## src/hdl/ctb_pkg.sv

```systemverilog
// ----------------------------------------------------------------------------
// ctb_pkg
// Shared types and constants of the period-capture tachometer.
// ----------------------------------------------------------------------------
package ctb_pkg;

    // Timer geometry
    localparam int TIMER_BITS = 16;
    localparam int CAP_W      = 16;
    localparam int OVF_W      = 16;
    localparam int ELAPSED_W  = TIMER_BITS + OVF_W + 1;

    localparam logic [ELAPSED_W-1:0] TIMER_MAX =
        ELAPSED_W'((64'd1 << TIMER_BITS) - 64'd1);
    localparam logic [CAP_W-1:0] CAP_MASK  = CAP_W'(TIMER_MAX);
    localparam logic [OVF_W-1:0] OVF_LIMIT = '1;

    // Divider and scaling
    localparam int DIV_W       = 32;
    localparam int DIV_STEPS   = DIV_W;
    localparam int CNT_W       = $clog2(DIV_STEPS);
    localparam int MUL_W       = 2 * DIV_W;
    // floor(q / 100) == (q * RECIP_100) >> RECIP_SHIFT for any 32-bit q
    localparam logic [DIV_W-1:0] RECIP_100 = 32'h51EB851F;
    localparam int RECIP_SHIFT = 37;
    localparam int FREQ_W      = MUL_W - RECIP_SHIFT;
    localparam int SCALE_W     = 7;
    localparam int PROD_W      = FREQ_W + SCALE_W;

    // Register reset values
    localparam logic [31:0]        CORE_CLOCK_RST = 32'd168000000;
    localparam logic [SCALE_W-1:0] RPM_PER_HZ_RST = 7'd20;
    localparam logic [31:0]        LOW_LIMIT_RST  = 32'd1000;
    localparam logic [31:0]        HIGH_LIMIT_RST = 32'd5000;

    // Event codes
    localparam logic OP_OVERFLOW = 1'b0;
    localparam logic OP_CAPTURE  = 1'b1;

    typedef enum logic [1:0] {
        CFG_CORE_CLOCK = 2'd0,
        CFG_RPM_PER_HZ = 2'd1,
        CFG_LOW_LIMIT  = 2'd2,
        CFG_HIGH_LIMIT = 2'd3
    } t_cfg_index;

    typedef enum logic [1:0] {
        BAND_LOW  = 2'd0,
        BAND_MID  = 2'd1,
        BAND_HIGH = 2'd2,
        BAND_NONE = 2'd3
    } t_band;

    typedef struct packed {
        logic             op;
        logic [CAP_W-1:0] capture_value;
    } t_in_item;

    typedef struct packed {
        logic [31:0] rpm;
        t_band       speed_band;
        logic        zero_period;
    } t_out_item;

    // Controller -> datapath
    typedef struct packed {
        logic ovf_inc;
        logic first_load;
        logic second_load;
        logic sum;
        logic div_init;
        logic set_zero;
        logic div_step;
        logic recip;
        logic scale;
        logic saturate;
        logic load_out;
    } t_cmd;

    // Datapath -> controller
    typedef struct packed {
        logic awaiting;
        logic elapsed_zero;
        logic out_busy;
    } t_status;

endpackage

```

## src/hdl/capture_tachometer_rpm_band.sv

```systemverilog
// ----------------------------------------------------------------------------
// capture_tachometer_rpm_band
// Period-capture tachometer: rpm from two timer captures, with a speed band.
// ----------------------------------------------------------------------------
// Input channel (i_in_valid / o_in_stall, payload i_in_item): one timer event
// per item, either an overflow tick or an edge capture. Overflow ticks and
// first captures are absorbed without a stall and give no result. A second
// capture gives one result on the output channel (o_out_valid / i_out_stall,
// payload o_out_item).
// A second capture is worked by the 32-step restoring divider followed by the
// reciprocal /100 multiply, the rpm scaling multiply and saturation. A zero
// period skips the divider.
// The input stalls while a second capture is being worked; the next item is
// taken the cycle after the result enters the output register.
// If the receiver stalls, the result holds in the output register while the
// block keeps taking items; a following result waits in the sequencer until
// the register is free.
// Configuration (i_cfg_valid / o_cfg_ready, i_cfg_index, i_cfg_data) is
// always ready; it must be written while idle, which the block does not check.
// Reset (synchronous, active low) loads the default registers, clears the
// capture state and empties the output register.
// ----------------------------------------------------------------------------
module capture_tachometer_rpm_band (
    input  logic                i_clk,
    input  logic                i_rst_n,
    input  logic                i_in_valid,
    output logic                o_in_stall,
    input  ctb_pkg::t_in_item   i_in_item,
    output logic                o_out_valid,
    input  logic                i_out_stall,
    output ctb_pkg::t_out_item  o_out_item,
    input  logic                i_cfg_valid,
    output logic                o_cfg_ready,
    input  ctb_pkg::t_cfg_index i_cfg_index,
    input  logic [31:0]         i_cfg_data
);
    import ctb_pkg::*;

    t_cmd    cmd;
    t_status status;

    assign o_cfg_ready = 1'b1;

    ctb_ctrl u_ctrl (
        .i_clk      (i_clk),
        .i_rst_n    (i_rst_n),
        .i_in_valid (i_in_valid),
        .i_op       (i_in_item.op),
        .i_status   (status),
        .o_in_stall (o_in_stall),
        .o_cmd      (cmd)
    );

    ctb_dp u_dp (
        .i_clk       (i_clk),
        .i_rst_n     (i_rst_n),
        .i_cfg_write (i_cfg_valid && o_cfg_ready),
        .i_cfg_index (i_cfg_index),
        .i_cfg_data  (i_cfg_data),
        .i_in_item   (i_in_item),
        .i_cmd       (cmd),
        .o_status    (status),
        .o_out_valid (o_out_valid),
        .i_out_stall (i_out_stall),
        .o_out_item  (o_out_item)
    );

endmodule

```

## src/hdl/ctb_ctrl.sv

```systemverilog
// ----------------------------------------------------------------------------
// ctb_ctrl
// Sequencer: takes events, steps the datapath through elapsed count,
// division, scaling and result hand-off.
// ----------------------------------------------------------------------------
module ctb_ctrl (
    input  logic            i_clk,
    input  logic            i_rst_n,
    input  logic            i_in_valid,
    input  logic            i_op,
    input  ctb_pkg::t_status i_status,
    output logic            o_in_stall,
    output ctb_pkg::t_cmd   o_cmd
);
    import ctb_pkg::*;

    typedef enum logic [2:0] {
        S_IDLE,
        S_SUM,
        S_CHECK,
        S_DIV,
        S_RECIP,
        S_SCALE,
        S_SAT,
        S_FINISH
    } t_state;

    localparam logic [CNT_W-1:0] CNT_LAST = CNT_W'(DIV_STEPS - 1);

    t_state           r_state, n_state;
    logic [CNT_W-1:0] r_cnt, n_cnt;
    logic             r_in_stall;
    logic             in_fire;

    assign in_fire    = i_in_valid && !r_in_stall;
    assign o_in_stall = r_in_stall;

    always_comb begin
        n_state = r_state;
        n_cnt   = r_cnt;
        o_cmd   = '0;
        case (r_state)
            S_IDLE: begin
                if (in_fire) begin
                    if (i_op == OP_OVERFLOW) begin
                        o_cmd.ovf_inc = 1'b1;
                    end else if (!i_status.awaiting) begin
                        o_cmd.first_load = 1'b1;
                    end else begin
                        o_cmd.second_load = 1'b1;
                        n_state = S_SUM;
                    end
                end
            end
            S_SUM: begin
                o_cmd.sum = 1'b1;
                n_state   = S_CHECK;
            end
            S_CHECK: begin
                // skip the division on an empty period
                if (i_status.elapsed_zero) begin
                    o_cmd.set_zero = 1'b1;
                    n_state = S_FINISH;
                end else begin
                    o_cmd.div_init = 1'b1;
                    n_cnt   = '0;
                    n_state = S_DIV;
                end
            end
            S_DIV: begin
                o_cmd.div_step = 1'b1;
                n_cnt = r_cnt + 1'b1;
                if (r_cnt == CNT_LAST) begin
                    n_state = S_RECIP;
                end
            end
            S_RECIP: begin
                o_cmd.recip = 1'b1;
                n_state = S_SCALE;
            end
            S_SCALE: begin
                o_cmd.scale = 1'b1;
                n_state = S_SAT;
            end
            S_SAT: begin
                o_cmd.saturate = 1'b1;
                n_state = S_FINISH;
            end
            S_FINISH: begin
                // hold until the output register can take the item
                if (!i_status.out_busy) begin
                    o_cmd.load_out = 1'b1;
                    n_state = S_IDLE;
                end
            end
            default: begin
                n_state = S_IDLE;
            end
        endcase
    end

    always_ff @(posedge i_clk) begin
        if (!i_rst_n) begin
            r_state    <= S_IDLE;
            r_cnt      <= '0;
            r_in_stall <= 1'b0;
        end else begin
            r_state    <= n_state;
            r_cnt      <= n_cnt;
            r_in_stall <= (n_state != S_IDLE);
        end
    end

endmodule

```

## src/hdl/ctb_dp.sv

```systemverilog
// ----------------------------------------------------------------------------
// ctb_dp
// Datapath: configuration registers, capture state, elapsed count,
// restoring divider, scaling, band compare and output register.
// ----------------------------------------------------------------------------
module ctb_dp (
    input  logic                i_clk,
    input  logic                i_rst_n,
    input  logic                i_cfg_write,
    input  ctb_pkg::t_cfg_index i_cfg_index,
    input  logic [31:0]         i_cfg_data,
    input  ctb_pkg::t_in_item   i_in_item,
    input  ctb_pkg::t_cmd       i_cmd,
    output ctb_pkg::t_status    o_status,
    output logic                o_out_valid,
    input  logic                i_out_stall,
    output ctb_pkg::t_out_item  o_out_item
);
    import ctb_pkg::*;

    // configuration
    logic [31:0]        r_core_clock;
    logic [SCALE_W-1:0] r_rpm_per_hz;
    logic [31:0]        r_low_limit;
    logic [31:0]        r_high_limit;

    // capture state
    logic               r_awaiting;
    logic [CAP_W-1:0]   r_first;
    logic [OVF_W-1:0]   r_ovf;

    // work registers
    logic [CAP_W-1:0]     r_second;
    logic [ELAPSED_W-1:0] r_ovf_prod;
    logic [ELAPSED_W-1:0] r_elapsed;
    logic [DIV_W-1:0]     r_quo;
    logic [ELAPSED_W-1:0] r_rem;
    logic [MUL_W-1:0]     r_mul;
    logic [31:0]          r_rpm;
    logic                 r_zero;

    logic                 r_out_valid;
    t_out_item            r_out;

    logic [CAP_W-1:0]     cap_m;
    logic [ELAPSED_W-1:0] a_w, b_w, elapsed_c;
    logic [ELAPSED_W:0]   rem_sh, rem_diff;
    logic                 quo_bit;
    logic [ELAPSED_W-1:0] rem_next;
    logic [MUL_W-1:0]     recip_c;
    logic [FREQ_W-1:0]    freq;
    logic [PROD_W-1:0]    prod_c;
    t_band                band_c;

    assign cap_m = i_in_item.capture_value & CAP_MASK;

    // elapsed count with the wrap rule
    always_comb begin
        a_w = ELAPSED_W'(r_first);
        b_w = ELAPSED_W'(r_second);
        if (b_w > a_w) begin
            elapsed_c = b_w - a_w;
        end else if (b_w < a_w) begin
            elapsed_c = (TIMER_MAX - a_w) + b_w + r_ovf_prod;
        end else begin
            elapsed_c = '0;
        end
    end

    // one restoring step: shift in a dividend bit, subtract when it fits
    assign rem_sh   = {r_rem, r_quo[DIV_W-1]};
    assign rem_diff = rem_sh - {1'b0, r_elapsed};
    assign quo_bit  = !rem_diff[ELAPSED_W];
    assign rem_next = quo_bit ? rem_diff[ELAPSED_W-1:0] : rem_sh[ELAPSED_W-1:0];

    assign recip_c = MUL_W'(r_quo) * MUL_W'(RECIP_100);
    assign freq    = r_mul[MUL_W-1:RECIP_SHIFT];
    assign prod_c  = PROD_W'(freq) * PROD_W'(r_rpm_per_hz);

    always_comb begin
        if (r_rpm < r_low_limit) begin
            band_c = BAND_LOW;
        end else if (r_rpm > r_low_limit && r_rpm < r_high_limit) begin
            band_c = BAND_MID;
        end else if (r_rpm > r_high_limit) begin
            band_c = BAND_HIGH;
        end else begin
            band_c = BAND_NONE;
        end
    end

    // configuration and capture state
    always_ff @(posedge i_clk) begin
        if (!i_rst_n) begin
            r_core_clock <= CORE_CLOCK_RST;
            r_rpm_per_hz <= RPM_PER_HZ_RST;
            r_low_limit  <= LOW_LIMIT_RST;
            r_high_limit <= HIGH_LIMIT_RST;
            r_awaiting   <= 1'b0;
            r_first      <= '0;
            r_ovf        <= '0;
        end else begin
            if (i_cfg_write) begin
                case (i_cfg_index)
                    CFG_CORE_CLOCK: r_core_clock <= i_cfg_data;
                    CFG_RPM_PER_HZ: r_rpm_per_hz <= i_cfg_data[SCALE_W-1:0];
                    CFG_LOW_LIMIT:  r_low_limit  <= i_cfg_data;
                    CFG_HIGH_LIMIT: r_high_limit <= i_cfg_data;
                    default: ;
                endcase
            end
            if (i_cmd.ovf_inc && r_awaiting && r_ovf != OVF_LIMIT) begin
                r_ovf <= r_ovf + 1'b1;
            end
            if (i_cmd.first_load) begin
                r_first    <= cap_m;
                r_awaiting <= 1'b1;
            end
            if (i_cmd.second_load) begin
                r_awaiting <= 1'b0;
                r_ovf      <= '0;
            end
        end
    end

    // arithmetic pipeline, no reset needed
    always_ff @(posedge i_clk) begin
        if (i_cmd.second_load) begin
            r_second   <= cap_m;
            r_ovf_prod <= ELAPSED_W'(r_ovf) * TIMER_MAX;
        end
        if (i_cmd.sum) begin
            r_elapsed <= elapsed_c;
        end
        if (i_cmd.div_init) begin
            r_quo  <= r_core_clock;
            r_rem  <= '0;
            r_zero <= 1'b0;
        end
        if (i_cmd.set_zero) begin
            r_rpm  <= '0;
            r_zero <= 1'b1;
        end
        if (i_cmd.div_step) begin
            r_quo <= {r_quo[DIV_W-2:0], quo_bit};
            r_rem <= rem_next;
        end
        if (i_cmd.recip) begin
            r_mul <= recip_c;
        end
        if (i_cmd.scale) begin
            r_mul <= MUL_W'(prod_c);
        end
        if (i_cmd.saturate) begin
            r_rpm <= (r_mul[MUL_W-1:32] != '0) ? '1 : r_mul[31:0];
        end
        if (i_cmd.load_out) begin
            r_out.rpm         <= r_rpm;
            r_out.speed_band  <= band_c;
            r_out.zero_period <= r_zero;
        end
    end

    // output register
    always_ff @(posedge i_clk) begin
        if (!i_rst_n) begin
            r_out_valid <= 1'b0;
        end else if (i_cmd.load_out) begin
            r_out_valid <= 1'b1;
        end else if (!i_out_stall) begin
            r_out_valid <= 1'b0;
        end
    end

    assign o_status.awaiting     = r_awaiting;
    assign o_status.elapsed_zero = (r_elapsed == '0);
    assign o_status.out_busy     = r_out_valid && i_out_stall;
    assign o_out_valid = r_out_valid;
    assign o_out_item  = r_out;

    a_no_overwrite: assert property (@(posedge i_clk) disable iff (!i_rst_n)
        i_cmd.load_out |-> !(r_out_valid && i_out_stall))
        else $error("result loaded over a stalled item");

    a_ovf_idle_clear: assert property (@(posedge i_clk) disable iff (!i_rst_n)
        !r_awaiting |-> (r_ovf == '0))
        else $error("overflow count nonzero while waiting for first capture");

    a_zero_rpm: assert property (@(posedge i_clk) disable iff (!i_rst_n)
        (r_out_valid && r_out.zero_period) |-> (r_out.rpm == '0))
        else $error("zero period item with nonzero rpm");

endmodule

```

## config.mk

```make
export PLATFORM = sky130hd
export DESIGN_NAME = capture_tachometer_rpm_band
export DESIGN_NICKNAME = d
export VERILOG_FILES = /design/src/hdl/ctb_pkg.sv /design/src/hdl/capture_tachometer_rpm_band.sv /design/src/hdl/ctb_ctrl.sv /design/src/hdl/ctb_dp.sv
export SDC_FILE = /design/constraint.sdc
export NUM_CORES = 2
export LEC_CHECK = 0
export BUFFER_PORTS_ARGS = -buffer_cell sky130_fd_sc_hd__buf_2
export CORE_MARGIN = 4
export CORE_UTILIZATION = 42
export CTS_BUF_LIST = sky130_fd_sc_hd__clkbuf_4
export DETAILED_ROUTE_END_ITERATION = 8
export SLEW_MARGIN = 5
export SYNTH_ARGS = -nofsm -noshare
export SYNTH_HDL_FRONTEND = slang
export SYNTH_SLANG_ARGS = --single-unit
```

## constraint.sdc

```tcl
create_clock -name i_clk -period 13.5 [get_ports i_clk]
set_input_delay 0.675 -clock i_clk [delete_from_list [all_inputs] [get_ports i_clk]]
set_output_delay 0.675 -clock i_clk [all_outputs]
set_load 0.02 [all_outputs]
```

==> impl_metrics.prom <==
# TYPE chip_impl_metric gauge
chip_impl_metric{name="antenna_found_initial",unit=""} 8
chip_impl_metric{name="postCtsResizedCells",unit=""} 0
chip_impl_metric{name="layout.nets",unit=""} 6785
chip_impl_metric{name="clkSlewWorstSetupHoldPaths",unit="ps"} 80
chip_impl_metric{name="die-area",unit="mm²"} 0.124
chip_impl_metric{name="detailedPlace.worstSlack",unit="ps"} 6000
chip_impl_metric{name="synth-simple-area-share",unit="%"} 9.96
chip_impl_metric{name="timing.max_slew.rel_slack",unit="%"} 23.9
chip_impl_metric{name="layout-drive-gt1-share",unit="%"} 6.40
chip_impl_metric{name="synthToLayoutAreaGrowth",unit="%"} 8.18
chip_impl_info{name="cts-root-buf",value="sky130_fd_sc_hd__clkbuf_4"} 1
chip_impl_metric{name="timing.clock.skew",unit="ps"} 101
chip_impl_metric{name="cts.hold.buffers_added",unit=""} 50
chip_impl_metric{name="synthCells",unit=""} 5280
chip_impl_metric{name="worst_path_largest_cell_delay",unit="ps"} 730
chip_impl_metric{name="worst_hold_path.num_cells",unit=""} 4
chip_impl_metric{name="tightestPinTransition",unit="ps"} 1140
chip_impl_metric{name="wl_per_cell",unit="µm"} 20.4
chip_impl_metric{name="placeableCoreArea",unit="mm²"} 0.118
chip_impl_metric{name="vias",unit=""} 36800
chip_impl_metric{name="synth.area.mux_share",unit="%"} 0.392
chip_impl_metric{name="insertion_delay",unit="ps"} 1030
chip_impl_metric{name="yosys.area_share.xor_xnor",unit="%"} 3.27
chip_impl_metric{name="num_io_pins",unit=""} 94
chip_impl_metric{name="number_of_remaining_drc_errors",unit=""} 0
chip_impl_metric{name="count_of_unique_library_cells_instantiated_by_yosys",unit=""} 79
chip_impl_metric{name="ys_seq_elements",unit=""} 423
chip_impl_metric{name="grt_overflow_total",unit=""} 0
chip_impl_metric{name="synth_enable_flop_cells",unit=""} 247
chip_impl_info{name="tritoncts_clock_tree",value="built"} 1
chip_impl_info{name="criticalPathCategory",value="flop to flop"} 1
chip_impl_metric{name="timing.final.max_slew_violations",unit=""} 0
chip_impl_info{name="dominantRegCellSynth",value="sky130_fd_sc_hd__edfxtp_1"} 1
chip_impl_metric{name="required",unit="ps"} 14310
chip_impl_metric{name="cts_setup_buffers",unit=""} 0
chip_impl_info{name="cp_top_family",value="adder cells"} 1
chip_impl_metric{name="worst-path-max-fanout",unit=""} 8
chip_impl_metric{name="final_critical_path_setup_slack",unit="ps"} 5970
chip_impl_metric{name="first_pass_iters",unit=""} 8
chip_impl_metric{name="vias_per_cell",unit=""} 5.22
chip_impl_metric{name="report.final.hold_viol_count",unit=""} 0
chip_impl_metric{name="die_h",unit="µm"} 352
chip_impl_metric{name="report.final.setup_viol",unit=""} 0
chip_impl_info{name="hold_path.class",value="input port to flop"} 1
chip_impl_metric{name="grt_use_total",unit="%"} 23.1
chip_impl_metric{name="finish.cell_count_without_fillers",unit=""} 7042
chip_impl_info{name="dominant_combinational_cell_family_by_area_after_synthesis",value="adder cells"} 1
chip_impl_metric{name="std_cell_rows",unit=""} 126
chip_impl_metric{name="synthesis.area_per_instance",unit="µm²"} 9.43
chip_impl_info{name="layout_commonest_cell",value="sky130_fd_sc_hd__inv_1"} 1
chip_impl_metric{name="reg2reg_setup_slack",unit="ps"} 5970
chip_impl_info{name="critical_path.reg2reg.startpoint",value="u_dp.r_quo[2]"} 1
chip_impl_metric{name="cts.sinks",unit=""} 423
chip_impl_metric{name="initial_core_util",unit="%"} 42.2
chip_impl_info{name="cp-end-kind",value="flop"} 1
chip_impl_metric{name="synthAdderAreaFrac",unit="%"} 43.4
chip_impl_info{name="rsz0062_at_grt",value="no"} 1
chip_impl_info{name="critPathSlowestCell",value="sky130_fd_sc_hd__a2111oi_0"} 1
chip_impl_metric{name="compound_gate_fraction_of_synth_area",unit="%"} 11.2
chip_impl_metric{name="grt_pass1_vias",unit=""} 37700
chip_impl_info{name="holdPathEnd",value="u_dp.r_rpm_per_hz[0]"} 1
chip_impl_info{name="layout_common_cells",value="sky130_fd_sc_hd__inv_1 (1,125), sky130_fd_sc_hd__ha_1 (681), sky130_fd_sc_hd__fa_1 (653), sky130_fd_sc_hd__nand2_1 (575), sky130_fd_sc_hd__a21oi_1 (352)"} 1
chip_impl_info{name="crit_path_cell_trace",value="ha_1, inv_1, fa_1, inv_1, ha_1, inv_1, fa_1, inv_1, fa_1, fa_1, fa_1, inv_1, fa_1, inv_1, ha_1, a21oi_1, o21ai_0, a2111oi_0, o21ai_0, a31o_2, a21oi_1, o21bai_1, xnor2_1, o21ai_0"} 1
chip_impl_metric{name="numPortBuffers",unit=""} 92
chip_impl_metric{name="grt_first_pass_wirelength",unit="µm"} 223000
chip_impl_metric{name="yosysSeqAreaShare",unit="%"} 22.0
chip_impl_info{name="library_cell_occupying_the_most_area_in_the_post_synthesis_netlist",value="sky130_fd_sc_hd__fa_1"} 1
chip_impl_metric{name="clk_buf_depth",unit=""} 3
chip_impl_info{name="status",value="completed"} 1
chip_impl_metric{name="max_cap_viol_count",unit=""} 0
chip_impl_metric{name="total_nets_after_synthesis",unit=""} 6670
chip_impl_metric{name="gp_routability_congestion",unit=""} 0.962
chip_impl_metric{name="cellLeakagePower",unit="nW"} 26.3
chip_impl_metric{name="syn-cell-area",unit="mm²"} 0.0498
chip_impl_info{name="hold_path_startpoint",value="i_cfg_index[1]"} 1
chip_impl_metric{name="achievable-frequency",unit="MHz"} 133
chip_impl_metric{name="r2r.worst_path.cells",unit=""} 24
chip_impl_metric{name="hpwl",unit="µm"} 119000
chip_impl_metric{name="ant_nets",unit=""} 0
chip_impl_metric{name="critPathBufInv",unit=""} 6
chip_impl_metric{name="dp_cells",unit=""} 6761
chip_impl_metric{name="yosysWarningCount",unit=""} 0
chip_impl_info{name="reg2reg_to",value="u_dp.r_mul[57]"} 1
chip_impl_metric{name="vdd.ir_drop.worst",unit="mV"} 0.281
chip_impl_metric{name="power.density_cell_area",unit="mW/mm²"} 173
chip_impl_metric{name="cp.arrival",unit="ps"} 8350
chip_impl_metric{name="numCtsBuffers",unit=""} 118
chip_impl_metric{name="totalNegativeSetupSlack",unit="ps"} 0
chip_impl_metric{name="die_width",unit="µm"} 352
chip_impl_metric{name="hold-worst-slack",unit="ps"} 309
chip_impl_metric{name="grt_start_max_net_pins",unit=""} 83
chip_impl_metric{name="drt_wl_total",unit="µm"} 143000
chip_impl_metric{name="htree_levels",unit=""} 3
chip_impl_info{name="worst_setup_path_start_kind",value="flop"} 1
chip_impl_metric{name="fin_crit",unit="ps"} 7530
chip_impl_info{name="synth_top_cells_by_area",value="sky130_fd_sc_hd__fa_1 (26%), sky130_fd_sc_hd__ha_1 (17%), sky130_fd_sc_hd__edfxtp_1 (15%)"} 1
chip_impl_metric{name="timing.final.crit_share",unit="%"} 55.8
chip_impl_metric{name="yosys.area.top_type_share",unit="%"} 26.2
chip_impl_metric{name="drt_first_iter_violations",unit=""} 2468
chip_impl_metric{name="synthArstFlopShare",unit="%"} 0
power by group:
part | switching [mW] | total [mW] | internal [mW]
combinational | 4.00 | 6.55 | 2.55
clock | 0.613 | 1.23 | 0.619
sequential | 0.0294 | 1.56 | 1.53
total | 4.64 | 9.33 | 4.69
final cells by class:
class	instances	area, µm²
fill	11500	64000
multi-input combinational	3554	34000
sequential	423	10900
inverter	1128	4240
tap	1536	1920
clock buffer	166	1250
timing repair buffer	170	1170
clock inverter	56	333
antenna	9	22.5
cells by family (layout without fill, tap and decap cells):
logic type	count (synthesis)	count (layout)
xor gates and xnor gates	186	186
AOI/OAI and AO/OA	920	920
muxes	19	19
buffers and inverters	1303	1520
and+or+nand+nor	1094	1094
other	1	10
DFF	423	423
adders and majority gates	1334	1334
synth_stat cells (48+ instances only):
master,instances
sky130_fd_sc_hd__o21a_1,56
sky130_fd_sc_hd__clkbuf_1,154
sky130_fd_sc_hd__inv_1,1127
sky130_fd_sc_hd__edfxtp_1,247
sky130_fd_sc_hd__nand2_1,575
sky130_fd_sc_hd__dfxtp_1,176
sky130_fd_sc_hd__and2_1,48
sky130_fd_sc_hd__fa_1,653
sky130_fd_sc_hd__xor2_1,58
sky130_fd_sc_hd__ha_1,681
sky130_fd_sc_hd__nor2_1,150
sky130_fd_sc_hd__nand4_1,51
sky130_fd_sc_hd__o21ai_0,210
sky130_fd_sc_hd__a21oi_1,353
sky130_fd_sc_hd__xnor2_1,128
sky130_fd_sc_hd__a21o_1,111
sky130_fd_sc_hd__nand3_1,78
metrics by stage:
stage / area (µm²) / power, mW / utilization, %
after global routing: 53900 / 10.2 / 45.7
final: 53900 / 9.33 / 45.7
after floorplan: 49800 / 6.18 / -
after detailed placement: 51800 / 8.04 / 43.9
after CTS: 53900 / 9.35 / 45.7
after global placement: 51800 / 8.06 / 43.9
worst max-delay path by stage:
stage                     slack, ps            from             end  depth (start not counted)
after detailed placement       6000  u_dp.r_quo[21]  u_dp.r_mul[57]                         21
after CTS                      5950   u_dp.r_quo[7]  u_dp.r_mul[57]                         22
after global routing           5610  u_dp.r_quo[21]  u_dp.r_mul[57]                         21
after floorplan                6870  u_dp.r_quo[12]  u_dp.r_mul[55]                         24
final                          5970   u_dp.r_quo[2]  u_dp.r_mul[57]                         24
after global placement         6060  u_dp.r_quo[18]  u_dp.r_mul[55]                         21
routing by layer:
metal	vias up	wire length, µm	GRT usage, %
li1	17400	-	-
met1	18100	64000	31.7
met2	1024	66400	37.7
met3	223	8120	3.51
met4	2	4880	7.55
met5	-	13	0
registers in the layout, indices dropped and copies added, names as in the netlist, 3 cells and up:
name / flops
u_dp.r_core_clock: 32
u_dp.r_first: 16
u_dp.r_quo: 32
u_dp.r_high_limit: 32
u_dp.r_rpm: 32
u_dp.r_elapsed: 33
u_ctrl.r_cnt: 5
u_dp.r_low_limit: 32
u_dp.r_mul: 63
u_ctrl.r_state: 3
u_dp.r_rpm_per_hz: 7
u_dp.r_ovf: 16
u_dp.r_ovf_prod: 32
u_dp.o_out_item: 35
u_dp.r_rem: 33
u_dp.r_second: 16
worst reg2reg max path: stages, from the launching register on:
cell                        delay [ps]
sky130_fd_sc_hd__edfxtp_1          590
sky130_fd_sc_hd__ha_1              460
sky130_fd_sc_hd__inv_1              80
sky130_fd_sc_hd__fa_1              430
sky130_fd_sc_hd__inv_1              70
sky130_fd_sc_hd__ha_1              140
sky130_fd_sc_hd__inv_1              70
sky130_fd_sc_hd__fa_1              480
sky130_fd_sc_hd__inv_1              50
sky130_fd_sc_hd__fa_1              590
sky130_fd_sc_hd__fa_1              470
sky130_fd_sc_hd__fa_1              500
sky130_fd_sc_hd__inv_1              70
sky130_fd_sc_hd__fa_1              480
sky130_fd_sc_hd__inv_1              40
sky130_fd_sc_hd__ha_1              350
sky130_fd_sc_hd__a21oi_1           190
sky130_fd_sc_hd__o21ai_0           210
sky130_fd_sc_hd__a2111oi_0         730
sky130_fd_sc_hd__o21ai_0           430
sky130_fd_sc_hd__a31o_2            350
sky130_fd_sc_hd__a21oi_1           230
sky130_fd_sc_hd__o21bai_1          120
sky130_fd_sc_hd__xnor2_1           130
sky130_fd_sc_hd__o21ai_0            80
Power figures use the tool's default switching activity.
